**config.mk**
```make
export PLATFORM = sky130hd
export DESIGN_NAME = wav_stream_pcm_decoder_flat
export DESIGN_NICKNAME = d
export VERILOG_FILES = /design/src/rtl/core/wsd_pkg.sv /design/src/rtl/core/wsd_if.sv /design/src/rtl/core/wsd_parser.sv /design/src/rtl/core/wsd_out_queue.sv /design/src/rtl/core/wav_stream_pcm_decoder.sv /design/src/flat_wrapper.sv
export SDC_FILE = /design/constraint.sdc
export NUM_CORES = 1
export LEC_CHECK = 0
export ABC_AREA = 1
export BUFFER_PORTS_ARGS = -buffer_cell sky130_fd_sc_hd__buf_2
export CAP_MARGIN = 20
export CELL_PAD_IN_SITES_DETAIL_PLACEMENT = 1
export CELL_PAD_IN_SITES_GLOBAL_PLACEMENT = 2
export CORE_MARGIN = 4
export CORE_UTILIZATION = 38
export DETAILED_ROUTE_END_ITERATION = 10
export PLACE_DENSITY = 0.77
export SLEW_MARGIN = 20
export SYNTH_ARGS = -nofsm -noshare
export SYNTH_HDL_FRONTEND = slang
export SYNTH_SLANG_ARGS = --single-unit
```
**constraint.sdc**
```tcl
create_clock -name i_clk -period 5.6 [get_ports i_clk]
set_clock_uncertainty 0.15 [all_clocks]
set_input_delay 0.56 -clock i_clk [delete_from_list [all_inputs] [get_ports i_clk]]
set_output_delay 0.56 -clock i_clk [all_outputs]
set_load 0.02 [all_outputs]
```
**src/rtl/core/wsd_pkg.sv**
```systemverilog
// ----------------------------------------------------------------------------
// WAV stream decoder package
// Types, codes and constants shared by the WAV stream decoder modules.
// ----------------------------------------------------------------------------
package wsd_pkg;

    typedef enum logic [2:0] {
        PH_HEADER,
        PH_CHUNK_HDR,
        PH_BODY,
        PH_PAD,
        PH_HALT,
        PH_DATA
    } t_phase;

    typedef enum logic [2:0] {
        ST_OK         = 3'd0,
        ST_SHORT      = 3'd1,
        ST_BAD_MAGIC  = 3'd2,
        ST_NO_DATA    = 3'd3,
        ST_BAD_CHAN   = 3'd4,
        ST_BAD_FORMAT = 3'd5,
        ST_BAD_DEPTH  = 3'd6,
        ST_NO_FMT     = 3'd7
    } t_status;

    typedef enum logic {
        KIND_SAMPLE = 1'b0,
        KIND_REPORT = 1'b1
    } t_kind;

    // Magic words and chunk ids, first file byte in the low byte.
    localparam logic [31:0] RIFF_MAGIC = 32'h4646_4952;
    localparam logic [31:0] WAVE_MAGIC = 32'h4556_4157;
    localparam logic [31:0] ID_FMT     = 32'h2074_6D66;
    localparam logic [31:0] ID_DATA    = 32'h6174_6164;

    localparam logic [15:0] FMT_PCM       = 16'h0001;
    localparam logic [15:0] FMT_EXTENSIBLE = 16'hFFFE;
    localparam logic [7:0]  PCM8_BIAS     = 8'd128;
    localparam logic [3:0]  HEADER_LEN    = 4'd12;

    localparam int QUEUE_DEPTH = 4;
    localparam int QPTR_W      = 2;

    typedef struct packed {
        logic [7:0] byte_value;
        logic       end_of_file;
    } t_in_word;

    typedef struct packed {
        t_kind              kind;
        logic signed [15:0] sample;
        logic               channel_index;
        logic [1:0]         channel_count;
        logic [31:0]        sample_rate;
        logic [15:0]        bit_depth;
        t_status            status;
        logic               last;
    } t_out_word;

    typedef struct packed {
        logic [1:0] count;
        t_out_word  first;
        t_out_word  second;
    } t_push;

endpackage

```
**src/rtl/core/wsd_if.sv**
```systemverilog
// ----------------------------------------------------------------------------
// WAV stream decoder channels
// Valid/ready channels for input bytes and for decoded result words.
// ----------------------------------------------------------------------------
interface wsd_in_if import wsd_pkg::*; ();
    logic     valid;
    logic     ready;
    t_in_word data;

    modport source (output valid, output data, input ready);
    modport sink (input valid, input data, output ready);
endinterface

interface wsd_out_if import wsd_pkg::*; ();
    logic      valid;
    logic      ready;
    t_out_word data;

    modport source (output valid, output data, input ready);
    modport sink (input valid, input data, output ready);
endinterface

```
**src/rtl/core/wsd_parser.sv**
```systemverilog
// ----------------------------------------------------------------------------
// WAV stream decoder parser
// Per-byte RIFF/WAVE parse step: header check, chunk walk, fmt capture,
// validation and sample assembly, producing up to two result words.
// ----------------------------------------------------------------------------
module wsd_parser import wsd_pkg::*; #(
    parameter int MAX_CHANNELS = 2
) (
    input  logic     i_clk,
    input  logic     i_rst_n,
    input  logic     i_step,
    input  t_in_word i_word,
    output t_push    o_push
);

    localparam int CH_W = (MAX_CHANNELS > 1) ? $clog2(MAX_CHANNELS) : 1;

    t_phase      r_phase, n_phase;
    logic [3:0]  r_pos, n_pos;
    logic [2:0]  r_hdr_cnt, n_hdr_cnt;
    logic [31:0] r_chunk_id, n_chunk_id;
    logic [31:0] r_chunk_size, n_chunk_size;
    logic [31:0] r_body_rem, n_body_rem;
    logic [4:0]  r_body_off, n_body_off;
    logic [15:0] r_format_tag, n_format_tag;
    logic [15:0] r_channels, n_channels;
    logic [31:0] r_rate, n_rate;
    logic [15:0] r_depth, n_depth;
    logic        r_fmt_captured, n_fmt_captured;
    logic        r_data_started, n_data_started;
    logic [7:0]  r_prev_byte, n_prev_byte;
    logic [1:0]  r_sample_idx, n_sample_idx;
    logic [CH_W-1:0] r_cur_chan, n_cur_chan;
    t_status     r_error, n_error;

    logic [7:0]  b;
    logic        bad_magic;
    logic [31:0] new_size;
    logic [1:0]  bps;
    logic        sample_done;
    logic [CH_W:0] chan_inc;
    t_status     val_status;
    t_status     rep_status;
    t_out_word   sample_word;
    t_out_word   report_word;
    logic [1:0]  chan_sat;

    assign b        = i_word.byte_value;
    assign new_size = {b, r_chunk_size[31:8]};
    assign bps      = r_depth[4:3];
    assign chan_inc = {1'b0, r_cur_chan} + (CH_W+1)'(1);

    always_comb begin
        if (!r_fmt_captured) begin
            val_status = ST_NO_FMT;
        end else if (r_channels == 16'd0 || r_channels > 16'(MAX_CHANNELS)
                     || r_rate == 32'd0) begin
            val_status = ST_BAD_CHAN;
        end else if (r_format_tag != FMT_PCM && r_format_tag != FMT_EXTENSIBLE) begin
            val_status = ST_BAD_FORMAT;
        end else if (r_depth != 16'd8 && r_depth != 16'd16 && r_depth != 16'd24) begin
            val_status = ST_BAD_DEPTH;
        end else begin
            val_status = ST_OK;
        end
    end

    always_comb begin
        n_phase        = r_phase;
        n_pos          = (r_pos == HEADER_LEN) ? r_pos : r_pos + 4'd1;
        n_hdr_cnt      = r_hdr_cnt;
        n_chunk_id     = r_chunk_id;
        n_chunk_size   = r_chunk_size;
        n_body_rem     = r_body_rem;
        n_body_off     = r_body_off;
        n_format_tag   = r_format_tag;
        n_channels     = r_channels;
        n_rate         = r_rate;
        n_depth        = r_depth;
        n_fmt_captured = r_fmt_captured;
        n_data_started = r_data_started;
        n_prev_byte    = r_prev_byte;
        n_sample_idx   = r_sample_idx;
        n_cur_chan     = r_cur_chan;
        n_error        = r_error;
        sample_done    = 1'b0;
        bad_magic      = 1'b0;

        case (r_phase)
            PH_HEADER: begin
                if (r_pos < 4'd4) begin
                    bad_magic = (b != RIFF_MAGIC[{r_pos[1:0], 3'b000} +: 8]);
                end else if (r_pos >= 4'd8) begin
                    bad_magic = (b != WAVE_MAGIC[{r_pos[1:0], 3'b000} +: 8]);
                end
                if (bad_magic) begin
                    n_error = ST_BAD_MAGIC;
                    n_phase = PH_HALT;
                end else if (r_pos == 4'd11) begin
                    n_phase   = PH_CHUNK_HDR;
                    n_hdr_cnt = 3'd0;
                end
            end
            PH_CHUNK_HDR: begin
                if (!r_hdr_cnt[2]) begin
                    n_chunk_id = {b, r_chunk_id[31:8]};
                end else begin
                    n_chunk_size = new_size;
                end
                n_hdr_cnt = r_hdr_cnt + 3'd1;
                if (r_hdr_cnt == 3'd7) begin
                    n_body_rem = new_size;
                    n_body_off = 5'd0;
                    n_phase    = PH_BODY;
                    if (r_chunk_id == ID_DATA && !r_data_started) begin
                        n_data_started = 1'b1;
                        n_error        = val_status;
                        if (val_status == ST_OK) begin
                            n_phase      = PH_DATA;
                            n_sample_idx = 2'd0;
                            n_cur_chan   = '0;
                            n_prev_byte  = 8'd0;
                        end
                    end
                    if (new_size == 32'd0) begin
                        n_phase   = PH_CHUNK_HDR;
                        n_hdr_cnt = 3'd0;
                    end
                end
            end
            PH_BODY: begin
                if (r_chunk_id == ID_FMT && (|r_chunk_size[31:4]) && !r_data_started) begin
                    case (r_body_off)
                        5'd0:  n_format_tag[7:0]  = b;
                        5'd1:  n_format_tag[15:8] = b;
                        5'd2:  n_channels[7:0]    = b;
                        5'd3:  n_channels[15:8]   = b;
                        5'd4:  n_rate[7:0]        = b;
                        5'd5:  n_rate[15:8]       = b;
                        5'd6:  n_rate[23:16]      = b;
                        5'd7:  n_rate[31:24]      = b;
                        5'd14: n_depth[7:0]       = b;
                        5'd15: begin
                            n_depth[15:8]  = b;
                            n_fmt_captured = 1'b1;
                        end
                        default: begin
                        end
                    endcase
                end
                n_body_off = r_body_off[4] ? r_body_off : r_body_off + 5'd1;
                n_body_rem = r_body_rem - 32'd1;
                if (r_body_rem == 32'd1) begin
                    n_phase   = r_chunk_size[0] ? PH_PAD : PH_CHUNK_HDR;
                    n_hdr_cnt = 3'd0;
                end
            end
            PH_DATA: begin
                n_prev_byte = b;
                if ({1'b0, r_sample_idx} + 3'd1 >= {1'b0, bps}) begin
                    sample_done  = 1'b1;
                    n_sample_idx = 2'd0;
                    n_cur_chan   = (16'(chan_inc) >= r_channels) ? '0 : chan_inc[CH_W-1:0];
                end else begin
                    n_sample_idx = r_sample_idx + 2'd1;
                end
                n_body_rem = r_body_rem - 32'd1;
                if (r_body_rem == 32'd1) begin
                    n_phase   = r_chunk_size[0] ? PH_PAD : PH_CHUNK_HDR;
                    n_hdr_cnt = 3'd0;
                end
            end
            PH_PAD: begin
                n_phase   = PH_CHUNK_HDR;
                n_hdr_cnt = 3'd0;
            end
            default: begin
            end
        endcase
    end

    always_comb begin
        if (n_pos < HEADER_LEN) begin
            rep_status = ST_SHORT;
        end else if (n_error != ST_OK) begin
            rep_status = n_error;
        end else if (!n_data_started) begin
            rep_status = ST_NO_DATA;
        end else begin
            rep_status = ST_OK;
        end
    end

    assign chan_sat = (|n_channels[15:2]) ? 2'd3 : n_channels[1:0];

    always_comb begin
        sample_word.kind          = KIND_SAMPLE;
        sample_word.sample        = (bps == 2'd1) ? {b ^ PCM8_BIAS, 8'h00} : {b, r_prev_byte};
        sample_word.channel_index = r_cur_chan[0];
        sample_word.channel_count = chan_sat;
        sample_word.sample_rate   = n_rate;
        sample_word.bit_depth     = n_depth;
        sample_word.status        = ST_OK;
        sample_word.last          = 1'b0;

        report_word.kind          = KIND_REPORT;
        report_word.sample        = 16'sd0;
        report_word.channel_index = 1'b0;
        report_word.channel_count = chan_sat;
        report_word.sample_rate   = n_rate;
        report_word.bit_depth     = n_depth;
        report_word.status        = rep_status;
        report_word.last          = 1'b1;

        o_push.count  = i_step ? ({1'b0, sample_done} + {1'b0, i_word.end_of_file}) : 2'd0;
        o_push.first  = sample_done ? sample_word : report_word;
        o_push.second = report_word;
    end

    always_ff @(posedge i_clk) begin
        if (!i_rst_n || (i_step && i_word.end_of_file)) begin
            r_phase        <= PH_HEADER;
            r_pos          <= 4'd0;
            r_hdr_cnt      <= 3'd0;
            r_chunk_id     <= 32'd0;
            r_chunk_size   <= 32'd0;
            r_body_rem     <= 32'd0;
            r_body_off     <= 5'd0;
            r_format_tag   <= 16'd0;
            r_channels     <= 16'd0;
            r_rate         <= 32'd0;
            r_depth        <= 16'd0;
            r_fmt_captured <= 1'b0;
            r_data_started <= 1'b0;
            r_prev_byte    <= 8'd0;
            r_sample_idx   <= 2'd0;
            r_cur_chan     <= '0;
            r_error        <= ST_OK;
        end else if (i_step) begin
            r_phase        <= n_phase;
            r_pos          <= n_pos;
            r_hdr_cnt      <= n_hdr_cnt;
            r_chunk_id     <= n_chunk_id;
            r_chunk_size   <= n_chunk_size;
            r_body_rem     <= n_body_rem;
            r_body_off     <= n_body_off;
            r_format_tag   <= n_format_tag;
            r_channels     <= n_channels;
            r_rate         <= n_rate;
            r_depth        <= n_depth;
            r_fmt_captured <= n_fmt_captured;
            r_data_started <= n_data_started;
            r_prev_byte    <= n_prev_byte;
            r_sample_idx   <= n_sample_idx;
            r_cur_chan     <= n_cur_chan;
            r_error        <= n_error;
        end
    end

    a_pair_order: assert property (@(posedge i_clk) disable iff (!i_rst_n)
        (o_push.count == 2'd2) |->
            (o_push.first.kind == KIND_SAMPLE && o_push.second.kind == KIND_REPORT))
        else $error("two results in one step must be a sample then a report");

    a_restart: assert property (@(posedge i_clk) disable iff (!i_rst_n)
        (i_step && i_word.end_of_file) |=> (r_phase == PH_HEADER && r_pos == 4'd0))
        else $error("parser did not return to the header phase after the last byte");

endmodule

```
**src/rtl/core/wsd_out_queue.sv**
```systemverilog
// ----------------------------------------------------------------------------
// WAV stream decoder result queue
// Four-word result queue that takes up to two words per cycle and drives
// the output channel.
// ----------------------------------------------------------------------------
module wsd_out_queue import wsd_pkg::*; (
    input  logic      i_clk,
    input  logic      i_rst_n,
    input  t_push     i_push,
    output logic      o_room,
    wsd_out_if.source o_out
);

    t_out_word         r_mem [QUEUE_DEPTH];
    logic [QPTR_W-1:0] r_wr, n_wr;
    logic [QPTR_W-1:0] r_rd, n_rd;
    logic [QPTR_W:0]   r_count, n_count;
    logic              pop;

    assign pop         = o_out.valid && o_out.ready;
    assign o_out.valid = (r_count != '0);
    assign o_out.data  = r_mem[r_rd];
    assign o_room      = (r_count <= (QPTR_W+1)'(QUEUE_DEPTH - 2));

    always_comb begin
        n_wr    = r_wr + QPTR_W'(i_push.count);
        n_rd    = r_rd + QPTR_W'(pop);
        n_count = r_count + (QPTR_W+1)'(i_push.count) - (QPTR_W+1)'(pop);
    end

    always_ff @(posedge i_clk) begin
        if (i_push.count != 2'd0) begin
            r_mem[r_wr] <= i_push.first;
        end
        if (i_push.count == 2'd2) begin
            r_mem[r_wr + QPTR_W'(1)] <= i_push.second;
        end
    end

    always_ff @(posedge i_clk) begin
        if (!i_rst_n) begin
            r_wr    <= '0;
            r_rd    <= '0;
            r_count <= '0;
        end else begin
            r_wr    <= n_wr;
            r_rd    <= n_rd;
            r_count <= n_count;
        end
    end

    a_no_overflow: assert property (@(posedge i_clk) disable iff (!i_rst_n)
        r_count <= (QPTR_W+1)'(QUEUE_DEPTH))
        else $error("result queue holds more words than its depth");

    a_push_room: assert property (@(posedge i_clk) disable iff (!i_rst_n)
        (i_push.count != 2'd0) |-> o_room)
        else $error("words pushed while the result queue lacked room for two");

endmodule

```
**src/rtl/core/wav_stream_pcm_decoder.sv**
```systemverilog
// ----------------------------------------------------------------------------
// WAV stream PCM decoder
// Takes a WAV file one byte per word, walks its RIFF chunks and emits signed
// 16-bit samples followed by an end report carrying the file status.
// ----------------------------------------------------------------------------
// The decoder accepts one file byte per clock while the result queue has room.
// A byte is held in an input register, parsed, and its results (at most a
// sample and, on the final byte, an end report) enter a four-word result
// queue, which drives the output. A new byte is taken whenever the
// input register is empty or the queue holds two words or fewer, which leaves
// room for the two words that the held byte can produce; with the output side
// ready the sustained rate is one byte per cycle. The end report returns the
// decoder to its reset state, so the next byte starts a new file.
module wav_stream_pcm_decoder import wsd_pkg::*; #(
    parameter int MAX_CHANNELS = 2
) (
    input  logic      i_clk,
    input  logic      i_rst_n,
    wsd_in_if.sink    i_in,
    wsd_out_if.source o_out
);

    logic     r_in_valid;
    t_in_word r_in_word;
    logic     room;
    logic     step;
    t_push    push;

    assign step       = r_in_valid && room;
    assign i_in.ready = !r_in_valid || step;

    always_ff @(posedge i_clk) begin
        if (!i_rst_n) begin
            r_in_valid <= 1'b0;
        end else if (i_in.valid && i_in.ready) begin
            r_in_valid <= 1'b1;
        end else if (step) begin
            r_in_valid <= 1'b0;
        end
    end

    always_ff @(posedge i_clk) begin
        if (i_in.valid && i_in.ready) begin
            r_in_word <= i_in.data;
        end
    end

    wsd_parser #(
        .MAX_CHANNELS(MAX_CHANNELS)
    ) u_parser (
        .i_clk   (i_clk),
        .i_rst_n (i_rst_n),
        .i_step  (step),
        .i_word  (r_in_word),
        .o_push  (push)
    );

    wsd_out_queue u_queue (
        .i_clk   (i_clk),
        .i_rst_n (i_rst_n),
        .i_push  (push),
        .o_room  (room),
        .o_out   (o_out)
    );

    a_hold_byte: assert property (@(posedge i_clk) disable iff (!i_rst_n)
        (r_in_valid && !room) |=> (r_in_valid && $stable(r_in_word)))
        else $error("held input byte lost while the result queue was full");

endmodule
```
**src/flat_wrapper.sv**
```systemverilog
// flat-port wrapper written by rule: the top's interface ports become plain ports
module wav_stream_pcm_decoder_flat import wsd_pkg::*;
#(
    parameter int MAX_CHANNELS = 2
)
  (i_clk, i_rst_n, i_in_valid, i_in_data, i_in_ready, o_out_valid, o_out_data, o_out_ready);
  wsd_in_if i_in_i ();
  wsd_out_if o_out_i ();
  input  logic i_clk;
  input  logic i_rst_n;
  input wire logic [$bits(i_in_i.valid)-1:0] i_in_valid;
  input wire logic [$bits(i_in_i.data)-1:0] i_in_data;
  output wire logic [$bits(i_in_i.ready)-1:0] i_in_ready;
  output wire logic [$bits(o_out_i.valid)-1:0] o_out_valid;
  output wire logic [$bits(o_out_i.data)-1:0] o_out_data;
  input wire logic [$bits(o_out_i.ready)-1:0] o_out_ready;
  assign i_in_i.valid = i_in_valid;
  assign i_in_i.data = i_in_data;
  assign i_in_ready = i_in_i.ready;
  assign o_out_valid = o_out_i.valid;
  assign o_out_data = o_out_i.data;
  assign o_out_i.ready = o_out_ready;
  wav_stream_pcm_decoder #(.MAX_CHANNELS(MAX_CHANNELS)) u_core (.i_clk(i_clk), .i_rst_n(i_rst_n), .i_in(i_in_i), .o_out(o_out_i));
endmodule
```
Yosys cells after proc, flatten, opt, wreduce, memory -nomap -nowiden. Memory sizes are Yosys's and may differ from the RTL's. A register that Yosys moved wholly into a read port is not among the register bits. Index checks and enable logic that the tools add are counted.

Logic and storage cells: 213. Memory bits (writable): 288. Output and inout bits: 74. Memories: 1. Input port bits: 13. Register bits after elaboration: 224.

$lt $le $gt $ge: 7. Bitwise logic cells: 2. Shifts and indexed selects: 2. Reduce and logical (&&, ||, !) cells: 46. Muxes and demuxes: 80. Add/subtract/negate cells: 13. Eq/ne operators: 37.

Memories: u_core.u_queue.r_mem (words 4, width 72, rd ports 1, clocked after memory_dff 1, wr ports 2, RTL line wsd_out_queue.sv:14) `t_out_word r_mem [QUEUE_DEPTH];`.

Operators by type and width (number): $mux W32 (3); $mux W8 (11); $mux W16 (5); $mux W72 (1); $logic_not A32 Y1 (2); $pmux W32 S2 (1); $shiftx A32 B6 Y8 const A (2); $mux W3 (21); $eq A32 B1 Y1 const B (1); $eq A32 B30 Y1 const B (1); $eq A32 B31 Y1 const B (1); $ne A16 B5 Y1 const B (2); $sub A32 B1 Y32 const B (1); $reduce_or A28 Y1 (1); $pmux W3 S4 (2); $eq A5 B3 Y1 const B (4); $mux W1 (19); $mux W2 (9); $ge A2 B16 Y1 (1); $gt A16 B2 Y1 const B (1); $logic_not A16 Y1 (1); $ne A16 B1 Y1 const B (1); $ne A16 B16 Y1 const B (1); $ne A16 B4 Y1 const B (1); 51 further kinds (94).

Longest topological paths before layout.
Depth after elaboration: 14. Depth in mapped cells: 18. Mapped depth without buffers: 18.

By module. Synthesis repeated with hierarchy kept, for this count alone.

Cell total of the unflattened synthesis: 3252. Area total of the unflattened synthesis: 26078.8 um^2.

By module, submodules not included: wsd_out_queue (cells an instance 1468, times used 1, area an instance 14239.9 um^2); wsd_parser (cells an instance 1766, times used 1, area an instance 11509.8 um^2); wav_stream_pcm_decoder (cells an instance 18, times used 1, area an instance 329.1 um^2).

Least setup slack after synthesis. No wires, ideal clock.

Path type: reg2reg. Start: register u_core.u_parser.r_sample_idx[0]. End: memory u_core.u_queue.r_mem[3][10] (netlist bit), enable pin. Setup time: 407 ps. Stages on the path, launching flop included: 15. Slack: 1344 ps. Arrival: 3698 ps. Cell sequence: dfxtp_1 > inv_1 > fa_1 > nor2_1 > a21oi_1 > nor2_4 > ha_1 > inv_1 > nor2_1 > nor2_1 > nor2_1 > clkbuf_1 > nor2_1 > clkbuf_1 > inv_1.

RTL lines: start, declared (RTL line wsd_parser.sv:32) `logic [1:0] r_sample_idx, n_sample_idx;`; start signal, assigned (RTL line wsd_parser.sv:254) `r_sample_idx <= n_sample_idx;`; end, declared (RTL line wsd_out_queue.sv:14).

==> summary.txt <==
Worst setup path
  • Worst r2r path cells: 15
  • Largest stage delay, worst path: ~0.65 ns
  • CP dominant cell by count: inv_1
  • Worst-path fanout max: 25
  • Slowest cell on crit path: inv_1
  • Crit. End Element: flip-flop
  • Reg2reg end: u_core.u_queue.r_mem[1][25]
  • Worst reg2reg setup slack: 0.93 ns
  • Delay-heaviest family, CP: buffers and inverters
  • WP buf/inv: 6
  • Worst Setup Start Kind: flip-flop
  • Reg2Reg Launch Point: u_core.u_parser.r_sample_idx[0]
  • CP Class: reg2reg
  • Worst EP arrival: 4.84 ns
  • Worst-path cell chain: inv_1, fa_1, nor2_1, a21oi_1, nor2_4, ha_1, inv_1, nor2_1, nor2_1, inv_1, nand2_1, inv_1, nor2_4, inv_2, buf_4
  • Worst EP required: roughly 5.8 ns
  • CP startpoint: u_core.u_parser.r_sample_idx[0]

Yosys
  • Synth area leaders: edfxtp_1 (28%), dfxtp_1 (24%), nor2_1 (11%)
  • Post-synthesis mux area share: 0.00128
  • Synth Cell Area: 23400 um2
  • Register area share after synthesis: 0.526
  • Seq cells post-synth: 505
  • Synth top area share: 0.283
  • Post-synthesis xor/xnor area fraction: 0.0101
  • Synth Area per Inst: 8.03 um2
  • Most common cell in the synthesized netlist: nor2_1
  • Mapped Cells: 2918
  • Syn Nets: 2955
  • Synth Area in Simple Gates: 0.200
  • Post-synth EDFFs: roughly 220
  • Synth top cells by count: nor2_1 (673), o21ai_0 (411), nand2_1 (317)
  • Post-synth top flop: dfxtp_1
  • Yosys Warn Count: 0
  • Area leader, netlist: edfxtp_1
  • Post-synth ARST share: 0
  • Synth unique cells: 50
  • Post-synthesis compound-gate area fraction: 0.173
  • Largest family of logic cells by synthesized area: simple AND/OR/NAND/NOR gates
  • Synth Area in Adders: 0.0135

Pwr
  • Leakage: 10.2 nW
  • Logic pwr share: 0.240
  • Max IR drop VDD: 0.000238 V
  • Cell Int Power: 7.13 mW
  • PD cells: 407 nW/um2
  • Psw: 3.67 mW
  • Switching part of the total: 0.340
  • Flop pwr share: 0.396
  • Clock Power Share: 0.365

Die
  • Core footprint: 60700 um2
  • DIE AREA: 65700 um2
  • Initial Utilization: 0.386
  • Die Ht: 256 um
  • FP Rows: 90
  • # IOs: 87
  • Chip width: 256 um

Final layout
  • # diodes: 0
  • Post-layout nets: 2986
  • P&R area growth vs syn: 13.4%
  • Layout cells sized above 1: 0.0890

Global route
  • Grt total ovfl: 0
  • Initial antenna violation count: 1
  • Vias in the first global route: 20900
  • Gr usage total: 0.227
  • Largest net degree at the start of global routing: 93
  • Global-route wire length before repair: between 100000 and 150000 um

STA
  • Final setup violation count: 0
  • WHS: 0.0574 ns
  • RSZ-0062 raised after global routing: false
  • Final Critical Period: 4.67 ns
  • Tcrit/Tclk final: 0.834
  • Post-route setup TNS: 0 ns
  • Max Freq: about 210 MHz
  • Hold Vio Cnt, Final: 0
  • Slew @ Worst Pin: 1.10 ns
  • Worst slew margin: 0.257
  • Final slew viol count: 0

Worst hold path
  • Hold EP: u_core.r_in_valid
  • WHS Path Cells: 3
  • Hold path startpoint: i_in_valid
  • Hold Crit Class: in2reg

Routing
  • Routed WL: 76600 um
  • Detailed Route Iter0 Violations: 1197
  • Antenna-violating nets left: 0
  • Routed vias/inst: 5.35
  • Vias: approximately 20000
  • Per-cell routed wire length: 20.3 um
  • Detailed-route DRC error count: 0
  • First-pass DRT Iterations: 7

Clock tree
  • TritonCTS clock tree: built
  • Clk sinks: 505
  • # resized after CTS: 0
  • Post CTS Setup Buffer Count: 0
  • Worst skew pair latency: 0.64 ns
  • H-tree depth: 2
  • CTS Root Cell: clkbuf_16
  • CTS clock-pin slew for the worst setup and hold paths: 0.06 ns
  • CTS Buf Count: 58
  • Clock Tree Buf Depth: 3

Placed design
  • GPL Wtd Cong: 0.807
  • I/O Buffers: 86
  • Hpwl dp: just under 50000 um

Run
  • MaxCap Viol Count: 0

Run status
  • Status: completed
cell usage in the layout, fill, tap and decap left out, types with 17 or more instances in the layout:
cell type	Yosys	layout
clkbuf_16	0	60
a21oi_1	243	243
clkbuf_1	125	17
edfxtp_1	221	221
o21ai_0	411	411
inv_1	264	258
o22ai_1	75	75
buf_2	26	86
nor3_1	26	25
ha_1	22	22
nor2_1	673	669
dfxtp_1	284	282
nand2_1	317	316
nand3_1	43	43
nand4_1	42	42
buf_4	1	36
state kept, by name, indices dropped and copies added (netlist names), 2 cells and up:
name,flops
u_core.u_queue.r_rd,2
u_core.u_parser.r_rate,32
u_core.u_parser.r_error,3
u_core.u_parser.r_body_rem,32
u_core.u_parser.r_pos,4
u_core.u_queue.r_count,3
u_core.u_parser.r_channels,16
u_core.u_parser.r_prev_byte,8
u_core.u_queue.r_mem,284
u_core.r_in_word,9
u_core.u_parser.r_body_off,5
u_core.u_parser.r_hdr_cnt,3
u_core.u_parser.r_chunk_size,29
u_core.u_parser.r_depth,16
u_core.u_parser.r_sample_idx,2
u_core.u_parser.r_chunk_id,32
u_core.u_queue.r_wr,2
u_core.u_parser.r_format_tag,16
u_core.u_parser.r_phase,3
power by group through the flow:
stage	clock, mW	combinational, mW	sequential [mW]
2_1_floorplan	0	1.76	4.24
3_3_place_gp	0	2.55	4.34
3_5_place_dp	0	2.60	4.35
4_1_cts	4.03	2.62	4.27
5_1_grt	4.18	2.86	4.30
6_report	3.94	2.59	4.27
worst max-delay path by stage:
stage	end	slack [ns]	depth (start not counted)
final	u_core.u_queue.r_mem[1][25]	0.93	15
after global routing	u_core.u_queue.r_mem[1][28]	0.54	15
after CTS	u_core.u_queue.r_mem[1][26]	0.87	15
after detailed placement	u_core.u_queue.r_mem[1][30]	0.92	15
after global placement	u_core.u_queue.r_mem[1][24]	1.10	15
after floorplan	u_core.u_queue.r_mem[3][10]	1.34	14
layout make-up:
cell class	instances	area [um2]
clock buffer	88	1700
clock inverter	22	289
fill	7264	34100
inverter	280	1060
multi-input combinational	1970	9360
sequential	505	12300
tap	782	978
timing repair buffer	134	838
per-stage QoR:
step	setup WS, ns	std cells	util	instance area, um2	total power [mW]
2_1_floorplan	1.34	2918	-	23400	6.00
3_3_place_gp	1.10	3661	0.403	24500	6.89
3_5_place_dp	0.916	3661	0.403	24500	6.95
4_1_cts	0.874	3780	0.437	26500	10.9
5_1_grt	0.536	3781	0.438	26600	11.3
6_report	0.932	3781	0.438	26600	10.8
timing repair:
| action | in CTS | in global routing |
|---|---|---|
| hold buffers | 9 | 0 |
| endpoints found under the setup margin | 0 | 0 |
| hold endpoints to repair | 9 | 0 |
tightest hold or removal path, delay by kind of cell:
family	cells	cell delay, ns
AO/OA/AOI/OAI	1	0.06
buffers and inverters	2	0.15
cell families (layout without fill, tap and decap cells):
group | after synthesis | count (layout)
DFF | 505 | 505
muxes | 3 | 3
buffers and inverters | 443 | 524
xor gates and xnor gates | 27 | 27
and+or+nand+nor | 1143 | 1143
AOI/OAI and AO/OA | 773 | 773
adders and majority gates | 24 | 24
layer usage:
layer | global-route usage | routed length [um]
met2 | 0.397 | 37500
met3 | 0.0263 | 2590
met4 | 0.0512 | 1440
met1 | 0.305 | 35000
met5 | 0 | 0
No activity file was read; power rests on OpenSTA's default activity.
